$ cat config.mk
export PLATFORM = sky130hd
export DESIGN_NAME = ordered_set_table
export DESIGN_NICKNAME = d
export VERILOG_FILES = /design/src/hw/rtl/ost_pkg.sv /design/src/hw/rtl/ost_store.sv /design/src/hw/rtl/ordered_set_table.sv
export SDC_FILE = /design/constraint.sdc
export NUM_CORES = 1
export LEC_CHECK = 0
export BUFFER_PORTS_ARGS = -buffer_cell sky130_fd_sc_hd__clkbuf_2
export CAP_MARGIN = 20
export CORE_AREA = 3 3 213 215
export DETAILED_ROUTE_END_ITERATION = 7
export DIE_AREA = 0 0 216 218
export GPL_ROUTABILITY_DRIVEN = 0
export PLACE_DENSITY = 0.73
export SLEW_MARGIN = 20
export SYNTH_ARGS = -nofsm -noshare
export SYNTH_HDL_FRONTEND = slang
export SYNTH_SLANG_ARGS = --single-unit
$ cat constraint.sdc
create_clock -name clk -period 4.1 [get_ports clk]
set_input_delay 0.41 -clock clk [delete_from_list [all_inputs] [get_ports clk]]
set_output_delay 0.41 -clock clk [all_outputs]
set_load 0.1 [all_outputs]
$ cat src/hw/rtl/ost_pkg.sv
// Shared types and codes for the ordered set table.
`default_nettype none

package ost_pkg;

    localparam int CAPACITY_DEF = 16;
    localparam int VALUE_W      = 32;
    localparam int POS_W        = 5;

    localparam logic [1:0] OP_INSERT = 2'd0;
    localparam logic [1:0] OP_REMOVE = 2'd1;
    localparam logic [1:0] OP_QUERY  = 2'd2;

    localparam logic [1:0] ST_OK        = 2'd0;
    localparam logic [1:0] ST_DUPLICATE = 2'd1;
    localparam logic [1:0] ST_FULL      = 2'd2;

    typedef struct packed {
        logic [1:0]                 opcode;
        logic signed [VALUE_W-1:0]  value;
    } in_t;

    typedef struct packed {
        logic [1:0]       status;
        logic [POS_W-1:0] position;
        logic             is_member;
        logic [POS_W-1:0] element_count;
    } out_t;

    // Store port controls driven by the sequencer.
    typedef struct packed {
        logic rd_en;
        logic wr_en;
        logic wr_head;   // write the key instead of the last read word
    } store_ctl_t;

endpackage

`default_nettype wire

$ cat src/hw/rtl/ost_store.sv
// Entry memory with registered read port and the shared equality comparator.
`default_nettype none

module ost_store #(
    parameter int CAPACITY = ost_pkg::CAPACITY_DEF,
    parameter int IDX_W    = $clog2(CAPACITY)
) (
    input  wire                                 clk,
    input  ost_pkg::store_ctl_t                 ctl,
    input  wire [IDX_W-1:0]                     rd_addr,
    input  wire [IDX_W-1:0]                     wr_addr,
    input  wire logic signed [ost_pkg::VALUE_W-1:0] key,
    output logic                                match
);
    import ost_pkg::*;

    logic signed [VALUE_W-1:0] mem [CAPACITY];
    logic signed [VALUE_W-1:0] rdata_reg;
    logic signed [VALUE_W-1:0] wdata;

    assign wdata = ctl.wr_head ? key : rdata_reg;

    always_ff @(posedge clk)
    begin
        if (ctl.wr_en)
        begin
            mem[wr_addr] <= wdata;
        end
    end

    always_ff @(posedge clk)
    begin
        if (ctl.rd_en)
        begin
            rdata_reg <= mem[rd_addr];
        end
    end

    assign match = (rdata_reg == key);

endmodule

`default_nettype wire

$ cat src/hw/rtl/ordered_set_table.sv
// Top level: sequencer for a bounded newest-first set of signed 32-bit values.
//
// Command channel: cmd (opcode, value) is taken at a clock edge with start high
// and busy low. One result per command appears on result for exactly one
// cycle, marked by done; the receiver takes it at the edge ending that cycle
// and cannot hold it off. A new command may be taken during the done cycle.
//
// Steps, with n entries held and the match at 0-based index k:
//   scan: each entry read is followed by a compare of the read word with
//         the key, from index 0 until a hit at k or a miss after all n;
//   decide; then insert: n shifts (read, then write) plus one head write;
//   remove: n-k-1 shifts toward the head; last, the done state.
// Each shift first reads a word into the read register of the entry memory,
// then writes that word back one place along.
//
// Reset clears the element count and the sequencer; the entry memory is not
// cleared since only entries below the count are ever read.
`default_nettype none

module ordered_set_table #(
    parameter int CAPACITY = ost_pkg::CAPACITY_DEF
) (
    input  wire            clk,
    input  wire            rst_n,
    input  wire            start,
    output logic           busy,
    input  ost_pkg::in_t   cmd,
    output logic           done,
    output ost_pkg::out_t  result
);
    import ost_pkg::*;

    localparam int IDX_W = $clog2(CAPACITY);
    localparam int CNT_W = $clog2(CAPACITY + 1);

    localparam logic [2:0] S_IDLE     = 3'd0;
    localparam logic [2:0] S_SCAN_RD  = 3'd1;
    localparam logic [2:0] S_SCAN_CMP = 3'd2;
    localparam logic [2:0] S_DECIDE   = 3'd3;
    localparam logic [2:0] S_SHIFT_RD = 3'd4;
    localparam logic [2:0] S_SHIFT_WR = 3'd5;
    localparam logic [2:0] S_HEAD_WR  = 3'd6;
    localparam logic [2:0] S_RESP     = 3'd7;

    logic [2:0]                state_reg,  state_next;
    logic [1:0]                op_reg,     op_next;
    logic signed [VALUE_W-1:0] value_reg,  value_next;
    logic [IDX_W-1:0]          idx_reg,    idx_next;
    logic                      found_reg,  found_next;
    logic [1:0]                status_reg, status_next;
    logic [CNT_W-1:0]          count_reg,  count_next;
    logic [CNT_W-1:0]          ptr_reg,    ptr_next;

    store_ctl_t       ctl;
    logic [IDX_W-1:0] rd_addr;
    logic [IDX_W-1:0] wr_addr;
    logic             match;
    logic             accept;
    logic [CNT_W-1:0] idx_inc;
    logic [CNT_W-1:0] ptr_inc;
    logic [CNT_W-1:0] ptr_dec;

    assign busy    = (state_reg != S_IDLE) && (state_reg != S_RESP);
    assign accept  = start && !busy;
    assign idx_inc = CNT_W'(idx_reg) + CNT_W'(1);
    assign ptr_inc = ptr_reg + CNT_W'(1);
    assign ptr_dec = ptr_reg - CNT_W'(1);

    ost_store #(
        .CAPACITY (CAPACITY),
        .IDX_W    (IDX_W)
    ) u_store (
        .clk     (clk),
        .ctl     (ctl),
        .rd_addr (rd_addr),
        .wr_addr (wr_addr),
        .key     (value_reg),
        .match   (match)
    );

    always_comb
    begin
        state_next  = state_reg;
        op_next     = op_reg;
        value_next  = value_reg;
        idx_next    = idx_reg;
        found_next  = found_reg;
        status_next = status_reg;
        count_next  = count_reg;
        ptr_next    = ptr_reg;
        ctl         = '0;
        rd_addr     = idx_reg;
        wr_addr     = ptr_reg[IDX_W-1:0];

        case (state_reg)
            S_IDLE, S_RESP:
            begin
                if (state_reg == S_RESP)
                begin
                    state_next = S_IDLE;
                end
                if (accept)
                begin
                    op_next     = cmd.opcode;
                    value_next  = cmd.value;
                    idx_next    = '0;
                    found_next  = 1'b0;
                    status_next = ST_OK;
                    state_next  = (count_reg == '0) ? S_DECIDE : S_SCAN_RD;
                end
            end
            S_SCAN_RD:
            begin
                ctl.rd_en  = 1'b1;
                rd_addr    = idx_reg;
                state_next = S_SCAN_CMP;
            end
            S_SCAN_CMP:
            begin
                if (match)
                begin
                    found_next = 1'b1;
                    state_next = S_DECIDE;
                end
                else if (idx_inc == count_reg)
                begin
                    state_next = S_DECIDE;
                end
                else
                begin
                    idx_next   = idx_inc[IDX_W-1:0];
                    state_next = S_SCAN_RD;
                end
            end
            S_DECIDE:
            begin
                state_next = S_RESP;
                if (op_reg == OP_INSERT)
                begin
                    if (found_reg)
                    begin
                        status_next = ST_DUPLICATE;
                    end
                    else if (count_reg == CNT_W'(CAPACITY))
                    begin
                        status_next = ST_FULL;
                    end
                    else
                    begin
                        ptr_next   = count_reg;
                        state_next = (count_reg == '0) ? S_HEAD_WR : S_SHIFT_RD;
                    end
                end
                else if (op_reg == OP_REMOVE && found_reg)
                begin
                    ptr_next = CNT_W'(idx_reg);
                    if (idx_inc < count_reg)
                    begin
                        state_next = S_SHIFT_RD;
                    end
                    else
                    begin
                        count_next = count_reg - CNT_W'(1);
                    end
                end
            end
            S_SHIFT_RD:
            begin
                // insert moves entries toward the tail, remove toward the head
                ctl.rd_en  = 1'b1;
                rd_addr    = (op_reg == OP_INSERT) ? ptr_dec[IDX_W-1:0] : ptr_inc[IDX_W-1:0];
                state_next = S_SHIFT_WR;
            end
            S_SHIFT_WR:
            begin
                ctl.wr_en = 1'b1;
                wr_addr   = ptr_reg[IDX_W-1:0];
                if (op_reg == OP_INSERT)
                begin
                    ptr_next   = ptr_dec;
                    state_next = (ptr_dec == '0) ? S_HEAD_WR : S_SHIFT_RD;
                end
                else
                begin
                    ptr_next = ptr_inc;
                    if (ptr_inc + CNT_W'(1) == count_reg)
                    begin
                        count_next = count_reg - CNT_W'(1);
                        state_next = S_RESP;
                    end
                    else
                    begin
                        state_next = S_SHIFT_RD;
                    end
                end
            end
            S_HEAD_WR:
            begin
                ctl.wr_en   = 1'b1;
                ctl.wr_head = 1'b1;
                wr_addr     = '0;
                count_next  = count_reg + CNT_W'(1);
                state_next  = S_RESP;
            end
            default:
            begin
                state_next = S_IDLE;
            end
        endcase
    end

    always_ff @(posedge clk or negedge rst_n)
    begin
        if (!rst_n)
        begin
            state_reg <= S_IDLE;
            count_reg <= '0;
        end
        else
        begin
            state_reg <= state_next;
            count_reg <= count_next;
        end
    end

    always_ff @(posedge clk)
    begin
        op_reg     <= op_next;
        value_reg  <= value_next;
        idx_reg    <= idx_next;
        found_reg  <= found_next;
        status_reg <= status_next;
        ptr_reg    <= ptr_next;
    end

    assign done                 = (state_reg == S_RESP);
    assign result.status        = status_reg;
    assign result.position      = found_reg ? POS_W'(idx_inc) : '0;
    assign result.is_member     = found_reg;
    assign result.element_count = POS_W'(count_reg);

endmodule

`default_nettype wire

# == After elaboration in Yosys (flattened, before gate mapping) ==
# Memories as Yosys holds them, arrays and structs flattened. A register that Yosys moved wholly into a read port is not among the register bits.
# Index checks and enable logic that the tools add are counted.
# word_totals
reg_bits,54
ramBits,512
inputBits,37
out_inout_bits,15
memories,1
# mem_list
name,depth,word_bits,read_ports,rd_clocked_by_memory_dff,write_ports,line_no,rtl
u_store.mem,16,32,1,1,1,ost_store.sv:17,logic signed [VALUE_W-1:0] mem [CAPACITY];
# op_classes
addsub,6
order_cmp,1
n_eq_ne,28
mux,49
n_reduce_logical,22
# ops
op,n
5-bit 2-to-1 mux,11
32-bit equality test,1
32-bit 2-to-1 mux,1
2-bit 2-to-1 mux,14
4-bit 2-to-1 mux,6
3-bit one-hot mux with 7 select lines,1
2-bit != test (second input constant),10
3-bit != test (second input constant),6
5-bit by 1-bit adder with 5-bit output (second input constant),3
5-bit one-hot mux with 3 select lines,1
3-bit equality test (second input constant),4
3-bit 2-to-1 mux,4
4-bit AND reduction,3
5-bit equality test,2
5-bit logical NOT,2
5-bit one-hot mux with 2 select lines,1
5-bit by 1-bit subtractor with 5-bit output (second input constant),2
4-bit one-hot mux with 2 select lines,1
1-bit 2-to-1 mux,7
3-bit by 2-bit equality test with 1-bit output (second input constant),2
6-bit AND reduction,1
2-bit nonzero test,3
3-bit nonzero test,2
2-bit OR reduction,3
other kinds (13),15

# == Logic depth before layout (Yosys ltp) ==
# logic_depth
depth_word,6
ltp_mapped,12
depth_no_buf,10

# == Hierarchy ==
# From an unflattened synthesis, not the netlist that was laid out.
# unflattened
hier_cells,1156
area_unflattened_um2,23771.5
# modules_own_cells
mod,instances,cells_each,area_each_um2
ost_store,1,917,20877.5
ordered_set_table,1,239,2894.0

# == Least setup slack after synthesis ==
# No wires, ideal clock.
# synth_timing
kind,reg2reg
from,register state_reg[2]
to,"register idx_reg[0], enable pin"
setup_time_ps,330
arrival_ps,4360
t_required_ps,3770
slack_ps,-590
stages_incl_launch_ff,7
path_buffers,1
synth_period_minus_slack_ps,4690
cell_sequence,dfrtp_1 clkbuf_1 and3_1 nor2_1 nor2b_1 a21oi_1 nor2_1
# synth_between
word_cells_on_any_way,14
classes_between,eq/ne: 6; reduce/logical: 8
# synth_rtl
element,line_no,rtl
start: declaration,ordered_set_table.sv:45,"logic [2:0] state_reg, state_next;"
start signal: assignment,ordered_set_table.sv:221,state_reg <= state_next;
3-bit equality test (*),--,
via done,ordered_set_table.sv:28,"output logic done,"
2-bit OR reduction (*),ordered_set_table.sv:95,case (state_reg)
2-bit != test (no line) / 2-bit nonzero test (equally long branches),--,
4-bit AND reduction (no line) (*),--,
end signal: assignment,ordered_set_table.sv:230,idx_reg <= idx_next;
end: declaration,ordered_set_table.sv:48,"logic [IDX_W-1:0] idx_reg, idx_next;"
# Mark *: on every way through the listed nets, which the timed path passes. The rest lies on a longest branch.
# A chain may end at the register's enable or synchronous reset.

# == Worst setup path in the final report ==
# layout_timing
from,register ptr_reg[1]
to,register u_store.rdata_reg[15] (read register of u_store.mem) (data pin)
# layout_between
elab_chain_cells,3
word_cells_on_any_way,4
classes_between,add/sub: 2; mux: 2
# layout_lines
element,line_no,rtl
start: declaration,ordered_set_table.sv:52,"logic [CNT_W-1:0] ptr_reg, ptr_next;"
start signal: assignment,ordered_set_table.sv:233,ptr_reg <= ptr_next;
5-bit by 1-bit adder with 5-bit output / 5-bit by 1-bit subtractor with 5-bit output (equally long branches),"ordered_set_table.sv:66, ordered_set_table.sv:67",
4-bit 2-to-1 mux (*),ordered_set_table.sv:171,rd_addr = (op_reg == OP_INSERT) ? ptr_dec[IDX_W-1:0] : ptr_inc[IDX_W-1:0];
4-bit 2-to-1 mux (*),ordered_set_table.sv:95,
end: declaration,ost_store.sv:18,logic signed [VALUE_W-1:0] rdata_reg;
# Every way passes the cells marked *; elsewhere a longest branch is shown, timed or not.

==> impl_metrics.toml <==
[run_status]
status = "finished, final reports clean"

[global_route]
antenna_found_initial = 0
overflow = 0
grt_pass1_wl_um = 87900
grt_use_total = 0.252
grt_pass1_vias = 13700
grt_max_degree = 65

[synth]
synthSimpleGateAreaFrac = 0.0689
avgSynthCellArea_um2 = 17.2
synth.area.mux_share = 0.0787
synth_edf_count = 590
synthTopCellsByArea = "edfxtp_1 73%, mux4_2 6.0%, a311oi_1 2.3%"
synth_compound_area_frac = 0.0704
netlist_instances = 1420
synth_top_area_cell = "edfxtp_1"
syn_nets = 1474
synth_top_area_share = 0.727
synth_ff_type = "edfxtp_1"
synth.distinct_cells = 52
synth_most_common_cell = "edfxtp_1"
syn-cell-area_mm2 = 0.0244
yosys-top-cells-count = "590 x edfxtp_1, 148 x nand2_1, 69 x and3_1"
ys_ff_latch = 598
ys_warn_count = 0
ys_seq_area_frac = 0.735
synth_xor_xnor_area_share = 0.0187
async_flop_share = 0.0134
synth_fa_ha_area_frac = 0.00904
synth_top_family_by_area = "multiplexers"

[clocking]
tritoncts = "done"
clkTransAtPathRegs_ps = 60
clockBufferDepth = 3
cts_resized = 0
clock-root-buffer = "clkbuf_16"
htreeDepth = 2
cts_buffers = 58
clk_latency_ps = 640
numClockSinks = 598

[sta]
worstMarginPinSlew_ps = 927
setup_viol = 0
hold_ws_ps = 52.1
tns_ps = 0
fin_worst_skew_ps = 54.5
finalCritPeriodShare = 0.869
maxSlewViolCount = 0
finalHoldViolCount = 0
max_freq_mhz = 281
rsz0062_at_grt = "false"
timing.final.ws_setup_ps = 539
maxSlewHeadroom = 0.381
period_minus_slack_ps = 3560

[drt]
first_iter_violations = 1883
wl_um = 58500
vias = 13800
drc = 0
wire_per_inst_um = 27.0
ant_nets = 0
firstDrtPassIters = 6
vias_per_cell = 6.35

[critical_path]
crit_path_top_delay_cell = "mux4_2"
r2r_slack_ps = 540
path_cells = "inv_1, ha_1, or3_1, nand3_2, and2_4, buf_4, mux4_2, and2_1, a2111o_1"
crit_required_ps = 4440
r2r-end = "u_store.rdata_reg[15]$_DFFE_PP_"
cpPeakStageDelay_ps = 520
critPathBufInv = 2
r2r-start = "ptr_reg[1]$_DFFE_PP_"
crit_family = "simple AND/OR/NAND/NOR gates"
cp_max_fo = 21
end_kind = "flop"
path_class = "reg2reg"
crit_arrival_ps = 3900
start_kind = "flop"
rr_worst_depth = 9

[floorplanning]
die_w_um = 216
dieArea_mm2 = 0.0471
die_y_um = 218
rows = 77
core_area_mm2 = 0.0439
initial_core_util = 0.555
ios = 52

[place]
hpwlAfterDp_um = 31500
pre_cts_slack_ps = 541
numPortBuffers = 51

[finish]
largest_register_ffs = 512
diodes = 0
syn_to_final_growth_pct = 14.4
drive_gt1_frac = 0.201
utilization = 0.635
nNetsFinal = 1584

[job]
drv_cap = 0

[hold_path]
min-delay-start = "cmd[18]"
worst_hold_path_type = "in2reg"
min_path_cells = 1
whs_endpoint = "value_reg[18]$_DFFE_PP_"

[power_and_ir_drop]
leakage_nw = 9.40
power_density_mw_per_mm2 = 804
ir_worst_vdd_mv = 0.523
layout by cell type, fill, tap and decap left out, types with 4 or more instances in the layout:
cell           Yosys  final
a311oi_1          64     64
a2111o_1          33     33
a21oi_1           13     13
xnor2_1           13     13
edfxtp_1         590    590
clkbuf_16          0     58
dfrtp_1            8      8
xor2_1            39     39
mux2i_1            7      7
nor2_4             0     12
nor2_1            25     12
nand2_1          148    147
buf_12             0     14
or3_1              4      4
clkinv_1           0     14
dlygate4sd3_1      0     33
o21ai_0           16     15
inv_1             10     10
buf_4              4     42
a211oi_1          65     65
nor4_1             9      9
nor2b_1            6      5
and2_1            38     38
ha_1              16     16
clkbuf_1          59     13
nor3_1             9      5
clkinv_2           0     11
clkbuf_2           0     51
nand3_1           10      9
and3_1            69     68
mux2_2            34     34
mux4_2            65     65
cell families (layout without fill, tap and decap cells):
group           Yosys count  after routing
flops                   598            598
mux                     106            106
simple gates            336            336
xor+xnor                 52             52
compound gates          211            211
buf+inv                 100            255
fa+ha+maj                17             17
through the flow:
stage	area, um2	instances	total power [mW]
final	27900	2167	22.4
after global placement	25800	2029	17.2
after floorplan	24400	1420	14.7
after global routing	27900	2167	23.5
after detailed placement	25800	2029	17.4
after CTS	27900	2167	22.5
layout make-up:
class,instances,area [um2]
well taps,592,741
multi-input cells,722,6210
repair buffers,140,1180
flip-flops and latches,598,17900
fillers,3049,16100
clock buffers,71,1500
clock inverters,34,292
inverters,10,37.5
what timing repair did:
item                      in CTS  in global routing
setup buffers                  0                  0
hold endpoints to repair      40                  0
hold buffers                  33                  0
metal layers:
layer	share of wire	vias to the layer above	global-route usage
met2	0.47	750	0.395
met3	0.10	116	0.0587
met1	0.40	6985	0.357
met4	0.031	0	0.0805
li1	-	5917	-
met5	0	-	0
power breakdown:
part	total [mW]	internal, mW	switching [mW]
Sequential	9.00	8.59	0.415
Combinational	8.39	2.97	5.42
Clock	5.03	2.79	2.24
how the worst max path moves through the flow:
stage | slack, ps | to | startpoint | cells after the start
2_1_floorplan | 40 | u_store.mem[10][0]$_DFFE_PP_ | state_reg[1]$_DFFE_PN0P_ | 6
3_3_place_gp | 600 | u_store.rdata_reg[16]$_DFFE_PP_ | ptr_reg[1]$_DFFE_PP_ | 9
3_5_place_dp | 540 | u_store.rdata_reg[15]$_DFFE_PP_ | ptr_reg[1]$_DFFE_PP_ | 9
4_1_cts | 520 | u_store.rdata_reg[15]$_DFFE_PP_ | ptr_reg[1]$_DFFE_PP_ | 9
5_1_grt | 290 | u_store.rdata_reg[15]$_DFFE_PP_ | ptr_reg[1]$_DFFE_PP_ | 9
6_report | 540 | u_store.rdata_reg[15]$_DFFE_PP_ | ptr_reg[1]$_DFFE_PP_ | 9
worst register-to-register path, delay by kind of cell, from the launching register on:
| kind | cells | cell delay, ps |
|---|---|---|
| AND/OR/NAND/NOR | 4 | 1080 |
| buffers and inverters | 2 | 530 |
| multiplexers | 1 | 520 |
| flip-flops | 1 | 500 |
| AO/OA/AOI/OAI | 1 | 390 |
| adder cells (fa/ha/maj) | 1 | 290 |
Power figures use the tool's default switching activity.
